===== config.mk =====
export PLATFORM = sky130hd
export DESIGN_NAME = ppc_ram
export DESIGN_NICKNAME = d
export VERILOG_FILES = /design/src/sv/ppc_ram.sv
export SDC_FILE = /design/constraint.sdc
export NUM_CORES = 2
export LEC_CHECK = 0
export BUFFER_PORTS_ARGS = -buffer_cell sky130_fd_sc_hd__buf_2
export CORE_MARGIN = 2
export CORE_UTILIZATION = 28
export CTS_BUF_LIST = sky130_fd_sc_hd__clkbuf_8
export DETAILED_ROUTE_END_ITERATION = 7
export PLACE_DENSITY = 0.43
export RECOVER_POWER = 100
export SLEW_MARGIN = 0
export SYNTH_ARGS = -nofsm -noshare
export SYNTH_HDL_FRONTEND = slang
export SYNTH_SLANG_ARGS = --single-unit

===== constraint.sdc =====
create_clock -name i_clk -period 15.7 [get_ports i_clk]
set_clock_uncertainty 0.15 [all_clocks]
set_input_delay 3.14 -clock i_clk [delete_from_list [all_inputs] [get_ports i_clk]]
set_output_delay 3.14 -clock i_clk [all_outputs]
set_load 0.005 [all_outputs]

===== src/sv/ppc_ram.sv =====
`default_nettype none

module ppc_ram #(
    parameter int WIDTH = 48,
    parameter int DEPTH = 64
) (
    input  logic                     i_clk,
    input  logic                     i_wr_en,
    input  logic [$clog2(DEPTH)-1:0] i_wr_addr,
    input  logic [WIDTH-1:0]         i_wr_data,
    input  logic                     i_rd_en,
    input  logic [$clog2(DEPTH)-1:0] i_rd_addr,
    output logic [WIDTH-1:0]         o_rd_data
);

    logic [WIDTH-1:0] r_mem [DEPTH];
    logic [WIDTH-1:0] r_rd_data;

    always_ff @(posedge i_clk) begin
        if (i_wr_en) begin
            r_mem[i_wr_addr] <= i_wr_data;
        end
        if (i_rd_en) begin
            r_rd_data <= r_mem[i_rd_addr];
        end
    end

    assign o_rd_data = r_rd_data;

endmodule

`default_nettype wire


After elaboration in Yosys (flattened, before gate mapping)
Memories as Yosys holds them, arrays and structs flattened. A register that Yosys moved wholly into a read port is not among the register bits. Cells that the tools add are included.

Register bits: 0. Bits in latches: 0. Bits in writable memories: 3072. Memory bits (read-only): 0. Input bits: 63. Output and inout bits: 48. Memories: 1.

Add/subtract/negate cells: 0. Multiply operators: 0. Div/mod/pow operators: 0. $lt $le $gt $ge: 0. Eq/ne operators: 0. Shifts and indexed selects: 0. Multiplexer cells: 2. Bitwise logic cells: 0. Reductions and logical operators: 0.

Memory list: r_mem (words 64, width 48, rd ports 1, clocked after memory_dff 1, write ports 1, RTL line 16) `logic [WIDTH-1:0] r_mem [DEPTH];`.

Operator list (number): two-way mux 1 bit (2).

Longest topological paths before layout
Depth after elaboration: 2. Depth in mapped cells: 9. Mapped depth without buffers: 5.

Worst setup path before layout
Ideal clock, no wire load.

Kind: input-to-reg. Start: input port i_wr_addr[3]. End: memory r_mem[48][0] (enable). Arrival time: 6.912 ns. Required time: 15.037 ns. Slack: 8.125 ns. Cell stages on the path: 4. Buffers on the path: 1. Cells stage by stage: clkbuf_1 > nor2b_1 > nand4b_1 > nor3_1.

RTL lines: start, declared (RTL line 9) `input logic [$clog2(DEPTH)-1:0] i_wr_addr,`; end, declared (RTL line 16).

No word-level cell before the write port.

==> flow_metrics.py <==
metrics = {
    "floorplan": {
        "io_pins": 111,
        "initial_core_util": 0.282,
        "die_w_um": 652,
        "rows": 237,
        "die-area_um2": 425000,
        "core_um2": 418000,
        "dieHeight_um": 652,
    },
    "logic_synthesis": {
        "synth_largest_area_cell": "edfxtp_1",
        "syn-num-nets": 5033,
        "syn_area_um2": 118000,
        "netlist_top_cells_count": "3120 x edfxtp_1, 754 x mux4_2, 132 x nor2_1",
        "synthArstFlopShare": 0,
        "ys_top_cells_by_area": "edfxtp_1 80%, mux4_2 14%, o22ai_1 0.65%",
        "synthFlopType": "edfxtp_1",
        "syn_inst": 4970,
        "yosysTopAreaCellShare": 0.797,
        "yosysWarnings": 0,
        "syn_avg_cell_area_um2": 23.7,
        "synth-seq-cells": 3120,
        "synth-edff-count": 3120,
        "synth.most_common_cell": "edfxtp_1",
        "netlist-cell-type-count": 35,
        "seq_area_frac_synth": 0.797,
    },
    "critical_path": {
        "cp-start-kind": "primary input",
        "cp_slowest_stage_delay_ns": 3.20,
        "cp_cell_sequence": "buf_8 -> clkbuf_1 -> clkbuf_1 -> mux4_2 -> a22oi_1 -> nand2_1 -> o22ai_1 -> nor2_1",
        "arrival_ns": 11.03,
        "end_kind": "register",
        "cp_top_family": "buffers and inverters",
        "crit_fanout": 80,
        "reg2reg_from": "r_mem[27][37]",
        "crit_slowest_cell": "clkbuf_1",
        "critPathLaunch": "i_rd_addr[1]",
        "cp_common_cell": "clkbuf_1",
        "cp_data_required_time_ns": 16.40,
        "crit_type": "primary input to register",
        "cp.buffers_inverters": 3,
    },
    "placement": {
        "io_buffers": 110,
        "dp.final_hpwl_mm": 194,
        "placed_cell_area_um2": 125000,
        "place_inst": 10500,
        "globalplace.congestion": 0.726,
    },
    "clock_tree": {
        "cts_buffers": 524,
        "post_cts_buffers": 0,
        "cts_sinks": 3120,
        "clkSlewWorstSetupHoldPaths_ns": 0.06,
        "insertion_delay_ns": 1.15,
        "cts_tree": "done",
        "h-tree-depth": 6,
        "cts_root_buf": "clkbuf_8",
        "cts_buffer_depth": 4,
        "cts_resized": 0,
        "cts_hold_buf": 0,
    },
    "grt": {
        "grt_usage": 0.167,
        "grt_max_degree": 107,
        "grt_pass1_wl_mm": 497,
        "grt_pass1_vias": 59300,
        "grt-ovfl-total": 0,
        "antenna_found_initial": 26,
    },
    "timing": {
        "finalSetupViolations": 0,
        "slew_violations": 6795,
        "fmax_mhz": 96.8,
        "hold_viol": 0,
        "rsz0062_at_grt": "no",
        "tightest_slew_ns": 4.47,
        "fin_crit_sh": 0.658,
        "fin_setup_tns_ns": 0,
        "relSlewSlack": -1.98,
        "fin_crit_ns": 10.33,
    },
    "hold_path": {
        "min_from": "r_mem[59][24]",
        "hold_class": "register to register",
    },
    "routing": {
        "drt_iter0_drc": 5800,
        "via_per_inst": 5.01,
        "routed-via-count": 57000,
        "dr.pass1.iters": 7,
        "ant_nets": 0,
        "drc": 0,
        "routed_wl_mm": 363,
        "wl_per_cell_um": 31.9,
    },
    "power": {
        "p_seq_frac": 0.557,
        "p_switching_w": 0.00388,
        "p_per_area_nw_per_um2": 125,
        "leakagePower_nw": 40.6,
        "p_sw_frac": 0.232,
        "internal_power_w": 0.0128,
        "vdd_drop_max_mv": 0.0689,
        "pwr-share-clk": 0.394,
        "p_total_w": 0.0167,
        "pwr-share-comb": 0.049,
    },
    "cells_and_area": {
        "fin_util": 0.321,
        "layout.nets": 5556,
        "drive_above_1_share": 0.255,
        "design_area_um2": 134000,
        "nFillCells": 39900,
        "area_growth_pct": 13.8,
        "instances_no_fill": 11400,
    },
    "status": {
        "status": "complete, but fails checks",
        "violations": "max-capacitance violations, max-slew violations",
    },
    "run": {
        "maxCapViolCount": 187,
    },
}
[path summary, 6_finish.rpt]
check / cells past startpoint / slack, ns / endpoint
worst max-delay path: 8 / 5.37 / o_rd_data[28]
worst min-delay path: 4 / 0.73 / o_rd_data[24]
worst max register to register: 4 / 13.24 / o_rd_data[37]
worst min register to register: 4 / 0.73 / o_rd_data[24]
[stage by stage]
| stage | hold WS [ns] | worst slack [ns] |
|---|---|---|
| 2_1_floorplan | 0.637 | 8.13 |
| 3_3_place_gp | 0.718 | 8.09 |
| 3_5_place_dp | 0.723 | 8.08 |
| 4_1_cts | 0.723 | 9.35 |
| 5_1_grt | 0.779 | 5.11 |
| 6_report | 0.727 | 5.37 |
[layer usage]
metal	wire (um)	vias up	GRT usage
met3	19200	500	0.0254
met5	24	-	0
met1	161000	31900	0.234
met2	176000	1864	0.277
met4	7280	4	0.0349
li1	-	22700	-
[area by class of cell]
type	count	area, um^2	area share
Tap cell	5497	6880	0.0514
Multi-Input combinational cell	1568	22700	0.169
Sequential cell	3120	93700	0.700
Timing Repair Buffer	279	1390	0.0104
Antenna cell	13	32.5	0.000243
Clock buffer	536	7380	0.0551
Clock inverter	371	1830	0.0136
[cell usage in the layout, fill, tap and decap left out, types with 6 or more instances in the layout]
cell type	count
a21oi_1	74
inv_6	17
nand2b_1	7
buf_2	11
nor2b_1	18
clkinv_1	120
edfxtp_1	3120
a22oi_1	72
inv_1	172
nor2_1	103
diode_2	13
nor2_4	29
mux4_2	754
nand3_1	6
mux2_2	12
clkinvlp_4	16
buf_4	43
clkbuf_8	536
mux2i_1	63
a221oi_1	83
a311oi_1	11
nand2_1	53
clkinv_2	28
buf_12	9
clkbuf_1	214
a211oi_1	32
inv_8	8
o221ai_1	28
o22ai_1	122
a22o_1	57
[flip-flops by register name, indices dropped and copies added, names as in the netlist]
name / cells
r_mem: 3072
o_rd_data: 48
[tightest hold or removal path: stages (launching register included)]
cell and delay (ns):
edfxtp_1 0.32, mux2i_1 0.06, nand2_1 0.06, a311oi_1 0.10, a211oi_1 0.21
[power by group through the flow]
stage               clock network [W]  logic (W)  registers, W
floorplan                           0   0.000441       0.00943
global placement                    0   0.000818       0.00945
detailed placement                  0   0.000830       0.00945
CTS                           0.00679   0.000831       0.00928
global route                  0.00714   0.000870       0.00930
finish                        0.00658   0.000812       0.00930
[cell families (layout without fill, tap and decap cells)]
logic type             Yosys count  in the layout  synth area share
AO/OA/AOI/OAI                  486            486            0.0301
other                            0             13                 0
multiplexers                   829            829             0.151
AND/OR/NAND/NOR                253            253           0.00953
flip-flops                    3120           3120             0.797
buffers and inverters          282           1186            0.0127
No activity file was read; power rests on OpenSTA's default activity.
